--- config.mk ---
export PLATFORM = sky130hd
export DESIGN_NAME = flac_cell
export DESIGN_NICKNAME = d
export VERILOG_FILES = /design/src/rtl/core/flac_pkg.sv /design/src/rtl/core/flac_cell.sv
export SDC_FILE = /design/constraint.sdc
export NUM_CORES = 1
export LEC_CHECK = 0
export ABC_AREA = 1
export ABC_CLOCK_PERIOD_IN_PS = 3600
export BUFFER_PORTS_ARGS = -buffer_cell sky130_fd_sc_hd__buf_2
export CAP_MARGIN = 10
export CORE_MARGIN = 5
export CORE_UTILIZATION = 43
export DETAILED_ROUTE_END_ITERATION = 10
export MAX_ROUTING_LAYER = met4
export PLACE_DENSITY = 0.81
export SLEW_MARGIN = 20
export SYNTH_ARGS = -nofsm -noshare
export SYNTH_HDL_FRONTEND = slang
export SYNTH_SLANG_ARGS = --single-unit
--- constraint.sdc ---
create_clock -name clk -period 3.6 [get_ports clk]
set_input_delay 0.36 -clock clk [delete_from_list [all_inputs] [get_ports clk]]
set_output_delay 0.36 -clock clk [all_outputs]
set_load 0.03 [all_outputs]
--- src/rtl/core/flac_pkg.sv ---
// Shared constants and types for the fully associative LRU tag store.
// Used by the cell, hit encoder and top-level modules; no dependencies.
package flac_pkg;

  localparam int LINES  = 256;
  localparam int IDX_W  = $clog2(LINES);
  localparam int ADDR_W = 64;
  localparam int CNT_W  = 32;
  localparam int OFS_W  = 4;

  localparam logic [OFS_W-1:0] OFFSET_MAX   = 4'd12;
  localparam logic [OFS_W-1:0] OFFSET_RESET = 4'd3;
  localparam logic [CNT_W-1:0] COUNT_MAX    = '1;

  localparam logic OP_READ  = 1'b0;
  localparam logic OP_WRITE = 1'b1;

  typedef struct packed {
    logic [ADDR_W-1:0] block;
    logic              valid;
    logic              dirty;
  } line_t;

  typedef struct packed {
    logic             cmp_en;
    logic             upd_en;
    logic             hit;
    logic [IDX_W-1:0] hit_idx;
  } cell_ctl_t;

endpackage

--- src/rtl/core/flac_cell.sv ---
// One line of the recency-ordered tag list: holds a block, valid and dirty bit.
// Compares against the search key and loads from its upper neighbor on a shift.
// Depends on flac_pkg.
module flac_cell
  import flac_pkg::*;
(
  input  logic              clk,
  input  logic              rst_n,
  input  logic [IDX_W-1:0]  cell_idx,
  input  logic [ADDR_W-1:0] key,
  input  cell_ctl_t         ctl,
  input  line_t             prev,
  output line_t             line,
  output logic              match,
  output logic              match_dirty
);

  logic [ADDR_W-1:0] block_r;
  logic              valid_r;
  logic              dirty_r;
  logic              match_r;
  logic              load;

  // A line takes its neighbor's entry when it lies at or above the stop point.
  assign load = ctl.upd_en && prev.valid && !(ctl.hit && (ctl.hit_idx < cell_idx));

  always_ff @(posedge clk) begin
    if (!rst_n) begin
      valid_r <= 1'b0;
      dirty_r <= 1'b0;
      match_r <= 1'b0;
    end else begin
      if (ctl.cmp_en) begin
        match_r <= valid_r && (block_r == key);
      end
      if (load) begin
        valid_r <= prev.valid;
        dirty_r <= prev.dirty;
      end
    end
  end

  always_ff @(posedge clk) begin
    if (load) begin
      block_r <= prev.block;
    end
  end

  assign line        = '{block: block_r, valid: valid_r, dirty: dirty_r};
  assign match       = match_r;
  assign match_dirty = match_r && dirty_r;

endmodule

==> results of run 1 <==
==> layer usage <==
| metal | track usage, % | vias up | wire [µm] |
|---|---|---|---|
| met5 | - | - | 0 |
| met4 | 9.874 | 0 | 371 |
| met3 | 4.378 | 31 | 857 |
| met2 | 35.45 | 163 | 4998 |
| met1 | 20.44 | 1462 | 3445 |
| li1 | - | 1715 | - |
==> worst paths after layout <==
| kind | endpoint |
|---|---|
| worst max-delay path | block_r[31] |
| worst min-delay path | block_r[54] |
| worst max register to register | match |
| worst min register to register | valid_r |
==> cell families (layout without fill, tap and decap cells) <==
| group | Yosys count | after routing |
|---|---|---|
| DFF | 67 | 67 |
| and+or+nand+nor | 216 | 216 |
| buffers and inverters | 105 | 338 |
| adders and majority gates | 7 | 7 |
| AOI/OAI and AO/OA | 13 | 13 |
| xor gates and xnor gates | 10 | 10 |
| other | 0 | 1 |
==> where the power goes <==
| group | switching (µW) | total (µW) | internal, µW |
|---|---|---|---|
| registers | 36.9 | 956 | 919 |
| clock network | 289 | 890 | 600 |
| logic | 252 | 404 | 152 |
| total | 578 | 2250 | 1670 |
==> layout by cell type (no fill, tap or decap) <==
master,count
nor2_1,65
buf_2,218
clkinv_4,1
bufinv_16,5
a21oi_1,4
nand3_1,5
inv_2,1
or2_2,4
o21ai_0,6
clkbuf_8,9
nand3b_1,1
a211oi_1,1
nand2_1,135
o21ai_1,1
clkinv_2,1
xnor2_1,10
buf_4,1
inv_1,102
edfxtp_1,64
a21oi_2,1
nand4_1,6
dfxtp_1,3
ha_1,7
diode_2,1
==> stage by stage <==
| step | cell area (µm²) | total power, µW | cells | util (%) |
|---|---|---|---|---|
| detailed placement | 4687 | 1381 | 737 | 60.03 |
| global placement | 4687 | 1364 | 737 | 60.03 |
| global route | 4977 | 2365 | 754 | 63.75 |
| finish | 4977 | 2250 | 754 | 63.75 |
| floorplan | 3476 | 1206 | 418 | - |
| CTS | 4975 | 2273 | 753 | 63.72 |
==> critical path, cell delays in order <==
cell and delay [ns]:
buf_2 0.07, inv_1 0.03, ha_1 0.27, o21ai_0 0.09, nand2_1 0.07, nand3_1 0.06, nand2_1 0.07, nand3_1 0.06
nand2_1 0.09, nand2_1 0.09, inv_2 0.05, buf_4 0.65
==> registers in the layout (all words and copies together), names as in the netlist <==
signal / cells
dirty_r: 1
match: 1
valid_r: 1
block_r: 64
==> final cells by class <==
class | count | share of cell area, %
flip-flops and latches | 67 | 39.82
multi-input cells | 246 | 21.95
clock buffers | 9 | 2.489
diodes | 1 | 0.05028
well taps | 102 | 2.564
repair buffers | 219 | 22.07
inverters | 103 | 7.768
clock inverters | 7 | 3.293
==> metrics.csv, run 1 <==
stage,metric,value,unit
outcome,status,"complete, no violations",
pwr,total_leakage_power,0.002761,µW
layout,layout-area-overhead-vs-synth,43.20,%
critical_path,cp.required,3.56,ns
global_route,antenna_found_initial,1,
synth,syn_area,3476,µm²
placed_design,portBuffers,218,
clocking,cts_tree,done,
detailed_routing,viasPerCell,4.471,
synth,syn_inst,418,
synth,synth_cell_types,17,
worst_hold_path,min_from,prev[56],
global_route,grt_pass1_wl,15170,µm
placed_design,dp_slack,1.208,ns
timing,tightest_slew,0.8416,ns
critical_path,path_max_fanout,64,
synth,synth_most_common_cell,nand2_1,
synth,yosysWarnings,0,
detailed_routing,ant_nets,0,
clocking,cts.path.max_buffers,2,
synth,synth_seq_area_share,57.02,%
detailed_routing,routedWlPerCell,12.83,µm
synth,synth_common_cells,"nand2_1 (135), inv_1 (103), nor2_1 (65)",
synth,async_flop_share,0,%
timing,skew,0.008524,ns
synth,synth_edf_count,64,
synth,synth_fa_ha_area_share,2.520,%
timing,finalHoldViolations,0,
timing,clock.fmax,489.5,MHz
pwr,power_density,452.0,nW/µm²
global_route,overflow,0,
clocking,worstSkewPairLatency,0.33,ns
synth,synth_xor_xnor_area_share,2.520,%
critical_path,r2r_cells,9,
critical_path,worstSetupPathType,in -> reg,
timing,setup_viol,0,
synth,synth-simple-area-share,24.33,%
detailed_routing,drtIter0Drc,90,
layout,layout-drive-gt1-share,37.02,%
synth,ys.flop_type,edfxtp_1,
detailed_routing,wl,9671,µm
clocking,numCtsBuffers,9,
clocking,post-cts-setup-buffers,0,
clocking,cts.sinks,67,
synth,synth_top_family_by_area,simple AND/OR/NAND/NOR gates,
layout,seq_area,1982,µm²
synth,synthTopCellsByArea,"edfxtp_1 (55%), nand2_1 (15%), inv_1 (11%)",
worst_hold_path,hold_path_class,in -> reg,
timing,finalSetupTns,0,ns
timing,grt_setup_unrepaired,no,
floorplanning,die_w,99.91,µm
synth,synth_top_area_share,55.29,%
floorplanning,ios,219,
global_route,grt_pass1_vias,3494,
clocking,clk_pin_slew,0.08,ns
timing,slew-limit-headroom,43.89,%
synth,syn-num-nets,576,
floorplanning,row_count,32,
layout,fillers,676,
clocking,root_buffer,clkbuf_8,
layout,final_nets,804,
critical_path,arrival,2.00,ns
floorplanning,die_h,99.91,µm
timing,slew_violations,0,
detailed_routing,dr_total_vias,3371,
synth,synth_compound_area_share,2.052,%
critical_path,regToRegStartpoint,block_r[33],
floorplanning,fp.dieArea,9981,µm²
critical_path,critPathLaunchType,input pin,
floorplanning,coreArea,7807,µm²
critical_path,worstSetupStartpoint,cell_idx[1],
clocking,htree_num_levels,3,
synth,synth_seq_cells,67,
clocking,cts_hold_buf,0,
placed_design,gp_congestion,0.9116,
worst_hold_path,holdPathStages,1,
global_route,grt_usage,19.85,%
pwr,vdd_drop_max,0.0003333,V
layout,multi_input_area,1092,µm²
timing,setup_slack,1.557,ns
critical_path,worstSetupEndpointType,flop,
timing,period_share,56.75,%
floorplanning,initial_core_util,44.52,%
clocking,cts_resized,0,
detailed_routing,first_pass_iters,4,
timing,whs,0.1975,ns
synth,syn_avg_cell_area,8.315,µm²
synth,synthMuxAreaShare,0,%
timing,timing.final.crit_period,2.043,ns
detailed_routing,drc,0,
synth,synth_top_area_cell,edfxtp_1,
global_route,grt_max_degree,65,
placed_design,dp_hpwl,8021,µm
run,cap_violations,0,
critical_path,rrSetupSlack,2.22,ns
(Power assumes the default switching activity.)
==> run 2: changes to the inputs <==
--- a/config.mk
+++ b/config.mk
@@ -5,15 +5,15 @@
 export SDC_FILE = /design/constraint.sdc
 export NUM_CORES = 1
 export LEC_CHECK = 0
-export ABC_AREA = 1
-export ABC_CLOCK_PERIOD_IN_PS = 3600
+export ABC_AREA = 0
+export ABC_CLOCK_PERIOD_IN_PS = 1700
 export BUFFER_PORTS_ARGS = -buffer_cell sky130_fd_sc_hd__buf_2
 export CAP_MARGIN = 10
 export CORE_MARGIN = 5
-export CORE_UTILIZATION = 43
+export CORE_UTILIZATION = 37
 export DETAILED_ROUTE_END_ITERATION = 10
 export MAX_ROUTING_LAYER = met4
-export PLACE_DENSITY = 0.81
+export PLACE_DENSITY = 0.77
 export SLEW_MARGIN = 20
 export SYNTH_ARGS = -nofsm -noshare
 export SYNTH_HDL_FRONTEND = slang
==> constraint.sdc (replaced) <==
create_clock -name clk -period 1.7 [get_ports clk]
set_input_delay 0.17 -clock clk [delete_from_list [all_inputs] [get_ports clk]]
set_output_delay 0.17 -clock clk [all_outputs]
set_load 0.03 [all_outputs]
==> run 2 against run 1 <==
Compared with the run above: count of clock-buffer cells in the layout is 2 higher; sequential share of layout area is 0.090 points lower; highest routed layer unchanged; clock skew hardly changed; die area is 1.2% higher; combinational power is 140% higher; design area is 0.23% higher; flip-flop and latch count stayed put.
==> metrics.csv, run 2 <==
stage,metric,value,unit
placed_design,gp_congestion,0.8235,
timing,period_share,91.18,%
critical_path,cp.required,1.96,ns
run,cap_violations,0,
timing,skew,0.008850,ns
synth,synth_cell_types,31,
worst_hold_path,hold_path_class,in -> reg,
clocking,htree_num_levels,3,
critical_path,worstSetupPathType,reg -> reg,
synth,synth_top_area_share,63.42,%
global_route,grt_usage,18.74,%
layout,fin_area,4989,µm²
timing,finalHoldViolations,0,
layout,multi_input_area,1001,µm²
global_route,grt_max_degree,27,
clocking,cts_tree,done,
layout,final_nets,642,
critical_path,critPathLaunchType,flop,
placed_design,portBuffers,218,
global_route,antenna_found_initial,0,
floorplanning,ios,219,
synth,syn_area,3030,µm²
synth,ys.flop_type,edfxtp_1,
synth,yosysWarnings,0,
layout,fillers,670,
worst_hold_path,holdPathStages,1,
placed_design,dp_hpwl,7367,µm
detailed_routing,routedWlPerCell,15.53,µm
floorplanning,row_count,33,
pwr,power_density,848.0,nW/µm²
timing,clock.fmax,645.1,MHz
synth,async_flop_share,0,%
pwr,total_leakage_power,0.002181,µW
synth,synth_common_cells,"edfxtp_1 (64), xnor2_1 (46), inv_1 (24)",
detailed_routing,viasPerCell,4.547,
detailed_routing,drtIter0Drc,51,
synth,syn_inst,209,
synth,synth_most_common_cell,edfxtp_1,
layout,largest_reg_flops,64,
floorplanning,fp.dieArea,10100,µm²
clocking,cts.sinks,67,
critical_path,regToRegStartpoint,block_r[25],
synth,synth_seq_cells,67,
synth,synth_edf_count,64,
detailed_routing,wl,9223,µm
timing,tightest_slew,0.3869,ns
clocking,cts.path.max_buffers,2,
critical_path,worstSetupEndpointType,flop,
synth,syn-num-nets,367,
outcome,status,"complete, no violations",
critical_path,r2r-end,match,
clocking,root_buffer,clkbuf_8,
layout,antenna_cells,0,
critical_path,r2r_cells,6,
layout,layout-area-overhead-vs-synth,64.62,%
layout,regMostFlops,block_r,
global_route,grt_pass1_vias,3025,
timing,setup_viol,0,
timing,timing.final.crit_period,1.550,ns
timing,slew_violations,0,
detailed_routing,first_pass_iters,4,
worst_hold_path,min_from,prev[52],
clocking,clk_pin_slew,0.07,ns
detailed_routing,dr_total_vias,2701,
timing,slew-limit-headroom,73.97,%
critical_path,arrival,1.81,ns
critical_path,rrSetupSlack,0.15,ns
layout,layout-drive-gt1-share,51.74,%
global_route,grt_pass1_wl,14080,µm
synth,synthTopCellsByArea,"edfxtp_1 (63%), xnor2_1 (13%), inv_1 (3.0%)",
layout,layout_common_cells,"buf_2 (218), edfxtp_1 (64), xnor2_1 (46)",
floorplanning,die_h,100.5,µm
worst_hold_path,min_to,block_r[50],
synth,syn_avg_cell_area,14.50,µm²
synth,synth_top_area_cell,edfxtp_1,
synth,synth_seq_area_share,65.40,%
detailed_routing,drc,0,
layout,seq_area,1982,µm²
floorplanning,die_w,100.5,µm
critical_path,path_max_fanout,2,
placed_design,placed_area,4390,µm²
floorplanning,initial_core_util,37.45,%
global_route,overflow,0,
clocking,worstSkewPairLatency,0.33,ns
floorplanning,coreArea,8093,µm²
pwr,vdd_drop_max,0.0006272,V
clocking,numCtsBuffers,9,
layout,final_common_cell,buf_2,
detailed_routing,ant_nets,0,
timing,grt_setup_unrepaired,no,
clocking,post-cts-setup-buffers,0,
timing,whs,0.01897,ns
==> run 2: cells by family after synthesis <==
kind of cell,after synthesis,share of synthesized area [%]
xor gates and xnor gates,48,13.87
adders and majority gates,7,2.890
AOI/OAI and AO/OA,25,6.855
buffers and inverters,26,3.468
and+or+nand+nor,36,7.514
DFF,67,65.40
==> run 2: report_power, final <==
part           total (µW)  leakage, µW  switching (µW)  internal, µW
sequential           2040     0.000614            82.6          1950
combinational         955      0.00148             518           437
clock                1240    0.0000870             568           671
total                4230      0.00218            1170          3060
==> run 2: layout make-up <==
type / count / area share, %
clock buffers: 11 / 2.634
clock inverters: 5 / 1.079
inverters: 24 / 2.007
multi-input cells: 116 / 20.07
flip-flops and latches: 67 / 39.73
well taps: 105 / 2.634
repair buffers: 266 / 31.85
==> run 2: how the worst max path moves through the flow <==
stage | startpoint | to | slack (ns) | cells after the start
after floorplan | cell_idx[3] | block_r[0] | -0.02 | 6
after global placement | cell_idx[3] | block_r[29] | 0.0001 | 8
after detailed placement | cell_idx[3] | block_r[55] | -0.007 | 8
after CTS | block_r[62] | match | 0.1 | 6
after global routing | block_r[50] | match | 0.009 | 6
final | block_r[25] | match | 0.15 | 6
==> run 2: per-stage QoR <==
| stage | setup slack [ns] | setup TNS [ns] | total power, µW | cells | util [%] |
|---|---|---|---|---|---|
| final | 0.1499 | 0 | 4230 | 594 | 61.64 |
| after global placement | 0.0001470 | 0 | 2935 | 538 | 54.25 |
| after CTS | 0.09624 | 0 | 4286 | 594 | 61.49 |
| after floorplan | -0.02039 | -1.305 | 2559 | 209 | - |
| after detailed placement | -0.007408 | -0.1486 | 2958 | 538 | 54.25 |
| after global routing | 0.008525 | 0 | 4426 | 594 | 61.64 |
==> run 2: critical path: stages (launching register included) <==
cell and delay (ns):
edfxtp_1 0.41, xnor2_1 0.17, nand4_1 0.16, nor4_2 0.30
buf_4 0.15, nand4_1 0.15, o21ai_1 0.15
==> run 2: layer usage <==
layer	track usage [%]	part of all wire, %	vias up
met5	-	0	-
li1	-	-	1315
met3	3.599	7.5	12
met2	34.81	56	121
met4	6.010	1.3	0
met1	19.93	36	1253
==> run 2: timing repair <==
item	in CTS	in global routing
endpoints found under the hold margin	40	0
setup endpoints to repair	0	1
hold buffers	40	0
resized for setup	0	3
