## src/rtl/core/flac_pkg.sv

```systemverilog
// Shared constants and types for the fully associative LRU tag store.
// Used by the cell, hit encoder and top-level modules; no dependencies.
package flac_pkg;

  localparam int LINES  = 256;
  localparam int IDX_W  = $clog2(LINES);
  localparam int ADDR_W = 64;
  localparam int CNT_W  = 32;
  localparam int OFS_W  = 4;

  localparam logic [OFS_W-1:0] OFFSET_MAX   = 4'd12;
  localparam logic [OFS_W-1:0] OFFSET_RESET = 4'd3;
  localparam logic [CNT_W-1:0] COUNT_MAX    = '1;

  localparam logic OP_READ  = 1'b0;
  localparam logic OP_WRITE = 1'b1;

  typedef struct packed {
    logic [ADDR_W-1:0] block;
    logic              valid;
    logic              dirty;
  } line_t;

  typedef struct packed {
    logic             cmp_en;
    logic             upd_en;
    logic             hit;
    logic [IDX_W-1:0] hit_idx;
  } cell_ctl_t;

endpackage

```

## src/rtl/core/flac_hit_enc.sv

```systemverilog
// Reduces the per-line match flags to a hit flag, the hit line index and its dirty bit.
// The match vector is one-hot or zero. Depends on flac_pkg.
module flac_hit_enc
  import flac_pkg::*;
(
  input  logic [LINES-1:0] match,
  input  logic [LINES-1:0] match_dirty,
  output logic             hit,
  output logic [IDX_W-1:0] hit_idx,
  output logic             keep_dirty
);

  always_comb begin
    hit_idx = '0;
    for (int i = 0; i < LINES; i++) begin
      if (match[i]) begin
        hit_idx = hit_idx | IDX_W'(i);
      end
    end
  end

  assign hit        = |match;
  assign keep_dirty = |match_dirty;

endmodule

```

## config.mk

```make
export PLATFORM = sky130hd
export DESIGN_NAME = flac_hit_enc
export DESIGN_NICKNAME = d
export VERILOG_FILES = /design/src/rtl/core/flac_pkg.sv /design/src/rtl/core/flac_hit_enc.sv
export SDC_FILE = /design/constraint.sdc
export NUM_CORES = 1
export LEC_CHECK = 0
export BUFFER_PORTS_ARGS = -buffer_cell sky130_fd_sc_hd__buf_4
export CORE_AREA = 4 4 200 202
export DETAILED_ROUTE_END_ITERATION = 6
export DIE_AREA = 0 0 204 206
export PLACE_DENSITY = 0.3
export SYNTH_ARGS = -nofsm -noshare
export SYNTH_HDL_FRONTEND = slang
export SYNTH_SLANG_ARGS = --single-unit
export TNS_END_PERCENT = 10
```

## constraint.sdc

```tcl
create_clock -name vclk -period 1.9
set_clock_uncertainty 0.05 [all_clocks]
set_input_delay 0.095 -clock vclk [all_inputs]
set_output_delay 0.095 -clock vclk [all_outputs]
set_load 0.02 [all_outputs]
```

==> reports/metrics.yaml, run 1 <==
end_kind: "primary output"
die_h_um: 206
post-route-drc-count: 0
worst-path-stages: 8
design_area_sq_um: 7640
port_buffers: 522
hold_class: "primary input to primary output"
worst-path-buf-inv: 3
dpl.cell_count: 1481
synthCells: 321
violations: "setup timing"
critPathKind: "primary input to primary output"
ys_warn_count: 0
synth_cell_types: 13
place_congestion: 0.883
via_per_inst: 3.92
grt_max_degree: 5
areaGrowthSynthToFinish_pct: 298
ys_seq_area_share_pct: 0
crit_top_cell: "buf_4"
syn_area_sq_um: 1920
finalHoldViolCount: 0
fin_cells: 1482
dr.first_iter.drc_count: 290
design.seq.count: 0
hold_depth: 4
wl_per_cell_um: 25.9
worst_pin_slew_ns: 0.568
ant_nets: 0
power.density_nw_per_um2: 167
register_area_sq_um: 0
initial_core_util_pct: 5.01
grt_util_all_layers_pct: 16.6
antenna_found_initial: 7
io_pins: 522
worst_ep_arrival_time_ns: 1.98
core_sq_um: 38300
synth_xor_area_share_pct: 0
place.detailed.hpwl_mm: 36.8
grt_first_pass_wirelength_mm: 49.2
p_leak_nw: 3.35
synth_top_family_by_area: "simple AND/OR/NAND/NOR gates"
path_max_fanout: 2
max_freq_ghz: 0.471
syn-num-nets: 833
wl_mm: 38.4
finalCritPeriodShare_pct: 112
grt_pass1_vias: 6216
fillCellCount: 4421
crit_path_start_kind: "primary input"
synth_area_per_cell_sq_um: 5.98
worstPathCellList: "buf_4 -> nor4_4 -> buf_4 -> nand3_1 -> or4_4 -> nor4_4 -> nand4_1 -> buf_4"
fp.dieW_um: 204
required_ns: 1.75
muxShareOfSynthArea_pct: 0
dieArea_sq_um: 42000
rsz0062_at_grt: "true"
cp_slowest_stage_delay_ns: 0.54
grt_overflow: 0
status: "finished with violations"
slew_headroom_pct: 61.8
drive_above_1_share_pct: 70.6
drt_pre_antenna_iters: 5
fin_crit_ns: 2.12
finalSetupViolCount: 5
row_count: 72
drv_slew: 0
synth-simple-area-share_pct: 100
dpl-instance-area_sq_um: 7390
postCtsSetupBuffers: 0
ir_worst_vdd_mv: 0.0626
cp_top_family: "simple AND/OR/NAND/NOR gates"
final_nets: 1477
clkbuf_count: 0
via_count: 5809
cpMaxStageDelayCell: "or4_4"
synthAdderAreaFrac_pct: 0
synth-compound-area-share_pct: 0
setup_ws_ns: -0.222
holdWs_ns: 0.500
maxCapViolations: 0
cts_hold_buffers: 0
## Yosys cell counts (all sizes together)
cell type / instances / share of area (%)
nor4b: 1 / 0.46
and2: 1 / 0.33
nor2: 28 / 5.5
nor4: 191 / 64
nand2: 11 / 2.2
nand4: 51 / 17
nor3: 9 / 2.3
and3: 2 / 0.65
or4: 4 / 1.8
nand3: 23 / 6.3
## through the flow
step                      worst slack (ns)  utilization, %  power (W)  setup TNS (ns)
after CTS                           -0.223            19.6    0.00125          -0.496
after global placement              -0.302            19.3    0.00123           -1.52
after floorplan                      0.268               -  0.0000921               0
after detailed placement            -0.334            19.3    0.00123           -1.57
after global routing                -0.288            19.9    0.00135           -1.09
final                               -0.222            19.9    0.00127          -0.443
## layout make-up
type	count	area [sq um]	area share, %
diodes	1	2.50	0.0328
multi-input cells	321	2170	28.4
repair buffers	642	4820	63.1
well taps	518	648	8.49
## worst min-delay path, delay by kind of cell
kind	cells	cell delay (ns)
AND/OR/NAND/NOR	2	0.14
buffers and inverters	2	0.23
## metal layers
metal | wire length (um) | up-vias | share of wire, % | global-route usage, %
met5 | 92 | - | 0.24 | 0
met4 | 480 | 12 | 1.3 | 1.44
met3 | 2620 | 38 | 6.8 | 3.81
met2 | 18100 | 253 | 47 | 27.4
met1 | 17000 | 2711 | 44 | 22.9
li1 | - | 2795 | - | -
## placed cells by master, fill, tap and decap left out, drive strengths merged
| master | instances |
|---|---|
| buf | 642 |
| nor4 | 191 |
| nand4 | 51 |
| nor2 | 28 |
| nand3 | 23 |
| nand2 | 11 |
| nor3 | 9 |
| or4 | 4 |
| and3 | 2 |
| diode | 1 |
| nor4b | 1 |
| and2 | 1 |
## power breakdown
part           leakage [nW]         total, W     internal [W]  switching [W]
logic                  3.35          0.00127         0.000811       0.000463
clock network    0.00000634  0.0000000000704  0.0000000000704              0
registers                 0                0                0              0
total                  3.35          0.00127         0.000811       0.000463
## what timing repair did
action / CTS / global route
resized for setup: 20 / 18
endpoints found under the setup margin: 9 / 10
pin swaps: 1 / 1
## cell families after synthesis
kind of cell and Yosys count:
and+or+nand+nor 321
## path summary, 6_finish.rpt
| kind | from | end | slack [ns] |
|---|---|---|---|
| worst max-delay path | match[156] | hit | -0.22 |
| worst min-delay path | match[142] | hit_idx[7] | 0.50 |
(Power assumes the default switching activity.)
==> run 2: changes to the inputs <==
--- a/config.mk
+++ b/config.mk
@@ -6,9 +6,9 @@
 export NUM_CORES = 1
 export LEC_CHECK = 0
 export BUFFER_PORTS_ARGS = -buffer_cell sky130_fd_sc_hd__buf_4
-export CORE_AREA = 4 4 200 202
+export CORE_AREA = 4 4 202 204
 export DETAILED_ROUTE_END_ITERATION = 6
-export DIE_AREA = 0 0 204 206
+export DIE_AREA = 0 0 206 208
 export PLACE_DENSITY = 0.3
 export SYNTH_ARGS = -nofsm -noshare
 export SYNTH_HDL_FRONTEND = slang
==> constraint.sdc (replaced) <==
create_clock -name vclk -period 2.6
set_clock_uncertainty 0.05 [all_clocks]
set_input_delay 0.13 -clock vclk [all_inputs]
set_output_delay 0.13 -clock vclk [all_outputs]
set_load 0.02 [all_outputs]
==> run 2 against run 1 <==
  * The run now ends clean
  * Count of clock-buffer cells in the layout did not move
  * Non-clock buffer count fell by 82
  * Wire length fell by 5.2%
  * Combinational power fell by 33%
  * Power fell by 33%
  * Critical path depth fell by 1
  * Final cell count fell by 4.9%
  * Hold slack improved by 0.070 ns
  * Global-route usage fell by 0.86 points
  * Sequential cell count did not move
  * Largest cell class unchanged
  * Highest routed layer unchanged
==> reports/metrics.yaml, run 2 (synthesis gave the netlist of run 1 again) <==
crit_path_start_kind: "primary input"
critPathKind: "primary input to primary output"
grt_overflow: 0  # unchanged
io_pins: 522  # unchanged
drive_above_1_share_pct: 64.4  # -6.3 points
wl_per_cell_um: 25.8  # -0.35%
via_per_inst: 3.89  # -0.76%
design.seq.count: 0  # unchanged
finalSetupViolCount: 0  # -5
row_count: 73  # +1.4%
final_nets: 1395  # -5.6%
final_cell_mix: "buf_4, nor4_1, nand4_1, nor2_1, nand3_1"
die_h_um: 208  # +0.97%
rsz0062_at_grt: "false"
maxCapViolations: 0  # unchanged
initial_core_util_pct: 4.88  # -0.13 points
postCtsSetupBuffers: 0  # unchanged
ant_nets: 0  # unchanged
antenna_found_initial: 4  # -3
finalCritPeriodShare_pct: 91.8
port_buffers: 522  # unchanged
worst_ep_arrival_time_ns: 2.21  # +0.23 ns
place.detailed.hpwl_mm: 35.0  # -4.8%
setup_tns_ns: 0  # +0.443 ns
status: "complete, no violations"
p_total_w: 0.000849  # -33%
ir_worst_vdd_mv: 0.0392  # -37%
max_freq_ghz: 0.419
fin_crit_ns: 2.39
hold_class: "primary input to primary output"
worst_pin_slew_ns: 0.814  # +0.246 ns
post-route-drc-count: 0  # unchanged
core_sq_um: 39300  # +2.6%
grt_pass1_vias: 5920  # -4.8%
cts_resized: 0  # -100%
path_max_fanout: 2  # unchanged
slew_headroom_pct: 45.2  # -17 points
p_leak_nw: 2.87  # -14%
clkbuf_count: 0  # unchanged
grt_util_all_layers_pct: 15.7  # -0.86 points
fp.dieW_um: 206  # +0.98%
final_common_cell: "buf_4"
grt_max_degree: 5  # unchanged
dpl-instance-area_sq_um: 6780  # -8.2%
place_congestion: 0.952  # +7.8%
design_area_sq_um: 6790  # -11%
end_kind: "primary output"
dieArea_sq_um: 42800  # +2.0%
place_ws_ns: 0.277  # +0.611 ns
fin_util_pct: 17.3  # -2.7 points
finalHoldViolCount: 0  # unchanged
dr.first_iter.drc_count: 365  # +26%
drv_slew: 0  # unchanged
wl_mm: 36.4  # -5.2%
drt_pre_antenna_iters: 5  # unchanged
register_area_sq_um: 0  # unchanged
cts_hold_buffers: 0  # unchanged
via_count: 5485  # -5.6%
areaGrowthSynthToFinish_pct: 254
grt_first_pass_wirelength_mm: 47.8  # -2.8%
power.density_nw_per_um2: 125  # -25%
setup_ws_ns: 0.214  # +0.436 ns
required_ns: 2.42  # +0.67 ns
==> run 2: where the power goes <==
| part | total, W | switching, W | internal, W |
|---|---|---|---|
| combinational | 0.000849 | 0.000307 | 0.000542 |
| sequential | 0 | 0 | 0 |
| clock | 0.000000000163 | 0 | 0.000000000163 |
==> run 2: path summary, 6_finish.rpt <==
path	cells after the start	slack (ns)	to	startpoint
setup / recovery	7	0.21	hit	match[176]
hold / removal	4	0.57	hit_idx[7]	match[142]
==> run 2: routing by layer <==
metal / part of all wire, % / global-route usage, % / routed length [um] / vias to the layer above
met3: 6.1 / 1.81 / 2210 / 22
met2: 48 / 26.5 / 17600 / 273
met1: 44 / 22.1 / 16100 / 2554
met5: 0.019 / 0 / 7 / -
li1: - / - / - / 2634
met4: 1.1 / 1.95 / 396 / 2
==> run 2: per-stage QoR <==
stage	std cells	hold WS (ns)
2_1_floorplan	321	0.414
3_3_place_gp	1406	0.562
3_5_place_dp	1406	0.569
4_1_cts	1406	0.570
5_1_grt	1409	0.599
6_report	1410	0.570
==> run 2: critical path, stage by stage <==
cell	delay (ns)
buf_4	0.11
nor4_1	0.49
nand3_1	0.15
or4_1	0.49
nor4_2	0.34
nand4_1	0.26
buf_4	0.23
==> run 2: layout make-up <==
type,count,area (sq um)
Antenna cell,4,10.0
Fill cell,4597,32500
Multi-Input combinational cell,321,1920
Tap cell,525,657
Timing Repair Buffer,560,4200
==> run 3: changes to the inputs <==
--- a/config.mk
+++ b/config.mk
@@ -5,10 +5,10 @@
 export SDC_FILE = /design/constraint.sdc
 export NUM_CORES = 1
 export LEC_CHECK = 0
-export BUFFER_PORTS_ARGS = -buffer_cell sky130_fd_sc_hd__buf_4
-export CORE_AREA = 4 4 202 204
+export CORE_AREA = 4 4 200 202
 export DETAILED_ROUTE_END_ITERATION = 6
-export DIE_AREA = 0 0 206 208
+export DIE_AREA = 0 0 204 206
+export DONT_BUFFER_PORTS = 1
 export PLACE_DENSITY = 0.3
 export SYNTH_ARGS = -nofsm -noshare
 export SYNTH_HDL_FRONTEND = slang
==> run 3 against run 2 <==
  * Final cell count down 37%
  * Design area down 57%
  * Count of clock-buffer cells in the layout unchanged
  * Sequential share of layout area unchanged
  * Largest power group unchanged
  * Non-clock buffer count down 515
  * Largest cell class is now multi-input gates
  * Utilization down 9.7 points
  * First-iteration DRC count up 90%
  * Critical endpoint unchanged
  * Hold slack worse by 0.087 ns
==> reports/metrics.yaml, run 3 (synthesis gave the netlist of run 1 again) <==
max_freq_ghz: 0.389  # -7.2%
postCtsSetupBuffers: 0  # unchanged
end_kind: "primary output"
rsz0062_at_grt: "false"
grt_max_degree: 5  # unchanged
required_ns: 2.42  # about the same
fp.dieW_um: 204  # -0.97%
worst_pin_slew_ns: 0.933  # +0.120 ns
critPathKind: "primary input to primary output"
swShare_pct: 55.9  # +20 points
comb_power_share_pct: 100.0  # about the same
power.density_nw_per_um2: 47.2  # -62%
drv_slew: 0  # unchanged
fin_crit_ns: 2.57  # +0.184 ns
slew_headroom_pct: 37.2  # -8.0 points
clock_power_share_pct: 0  # unchanged
design.seq.count: 0  # unchanged
antenna_found_initial: 19  # +15
finalCritPeriodShare_pct: 98.8  # +7.1 points
ir_worst_vdd_mv: 0.0155  # -60%
port_buffers: 0  # -100%
dpl-instance-area_sq_um: 2900  # -57%
wl_per_cell_um: 33.7  # +31%
dieArea_sq_um: 42000  # -1.9%
areaGrowthSynthToFinish_pct: 52.3
cpMaxStageDelayCell: "nor4_2"
via_count: 4257  # -22%
p_seq_share_pct: 0  # unchanged
drive_above_1_share_pct: 14.5  # -50 points
via_per_inst: 4.79  # +23%
final_common_cell: "nor4_1"
post-route-drc-count: 0  # unchanged
path_max_fanout: 2  # unchanged
core_sq_um: 38300  # -2.5%
cts_hold_buffers: 0  # unchanged
dr.first_iter.drc_count: 694  # +90%
die_h_um: 206  # -0.96%
maxCapViolations: 0  # unchanged
wl_mm: 29.9  # -18%
grt_overflow: 0  # unchanged
critPathLaunch: "match[156]"
power_report.internal_total_w: 0.0000608  # -89%
design_area_sq_um: 2920  # -57%
crit_top_cell: "nor4_2"
drt_pre_antenna_iters: 5  # unchanged
grt_first_pass_wirelength_mm: 35.4  # -26%
place.detailed.hpwl_mm: 28.5  # -19%
clkbuf_count: 0  # unchanged
row_count: 72  # -1.4%
crit_path_start_kind: "primary input"
finalSetupViolCount: 0  # unchanged
cp-endpoint: "hit"
grt_pass1_vias: 3862  # -35%
place_congestion: 1.08  # +14%
initial_core_util_pct: 5.01  # +0.13 points
holdWs_ns: 0.483  # -0.0867 ns
worstPathCellList: "nor4_2 -> nand3_1 -> or4_1 -> nor4_2 -> nand4_1 -> buf_4"
p_sw_w: 0.0000771  # -75%
ant_nets: 0  # unchanged
fillCellCount: 4536  # -1.3%
worst_ep_arrival_time_ns: 2.39  # +0.18 ns
status: "complete, no violations"
register_area_sq_um: 0  # unchanged
finalHoldViolCount: 0  # unchanged
final_nets: 880  # -37%
grt_util_all_layers_pct: 12.3  # -3.4 points
hold_class: "primary input to primary output"
p_leak_nw: 0.405  # -86%
final_cell_mix: "nor4_1, nand4_1, buf_4, nor2_1, nand3_1"
io_pins: 522  # unchanged
cp_slowest_stage_delay_ns: 0.57  # +0.08 ns
## run 3: worst min-delay path by stage
| stage | to | slack (ns) | cells after the start | startpoint |
|---|---|---|---|---|
| after global routing | hit_idx[7] | 0.49 | 2 | match[142] |
| after CTS | hit_idx[7] | 0.48 | 2 | match[142] |
| after floorplan | hit_idx[1] | 0.41 | 2 | match[203] |
| after global placement | hit_idx[7] | 0.47 | 2 | match[142] |
| final | hit_idx[1] | 0.48 | 2 | match[203] |
| after detailed placement | hit_idx[7] | 0.48 | 2 | match[142] |
## run 3: power by group through the flow
stage	clock (W)	combinational [W]	sequential [W]
2_1_floorplan	0	0.0000673	0
3_3_place_gp	0	0.000138	0
3_5_place_dp	0	0.000137	0
4_1_cts	0	0.000138	0
5_1_grt	0.000000000154	0.000147	0
6_report	0.000000000211	0.000138	0
## run 3: critical path, delay by kind of cell
kind / cells / cell delay, ns
AND/OR/NAND/NOR: 5 / 2.05
buffers and inverters: 1 / 0.21
## run 3: area by class of cell
type | instances | area, sq um | area share (%)
Antenna cell | 4 | 10.0 | 0.343
Timing Repair Buffer | 45 | 338 | 11.6
Tap cell | 518 | 648 | 22.2
Multi-Input combinational cell | 321 | 1920 | 65.9
## run 3: layer usage
layer	up-vias	track usage [%]	wire length (um)
li1	1597	-	-
met1	2145	18.9	13400
met2	440	13.6	10700
met3	49	8.71	5320
met4	26	1.05	354
met5	-	0	166
## run 3: repair_timing
action,in CTS,in global routing
endpoints found under the setup margin,1,0
gates resized for setup,1,0
endpoints found under the hold margin,0,0
## run 3: metrics by stage
stage	TNS [ns]	instances	total power [W]	setup slack (ns)	utilization, %
2_1_floorplan	0	321	0.0000673	0.898	-
3_3_place_gp	-0.0582	884	0.000138	-0.0582	7.58
3_5_place_dp	-0.119	884	0.000137	-0.119	7.58
4_1_cts	0	884	0.000138	0.264	7.60
5_1_grt	0	887	0.000147	0.126	7.62
6_report	0	888	0.000138	0.0299	7.63
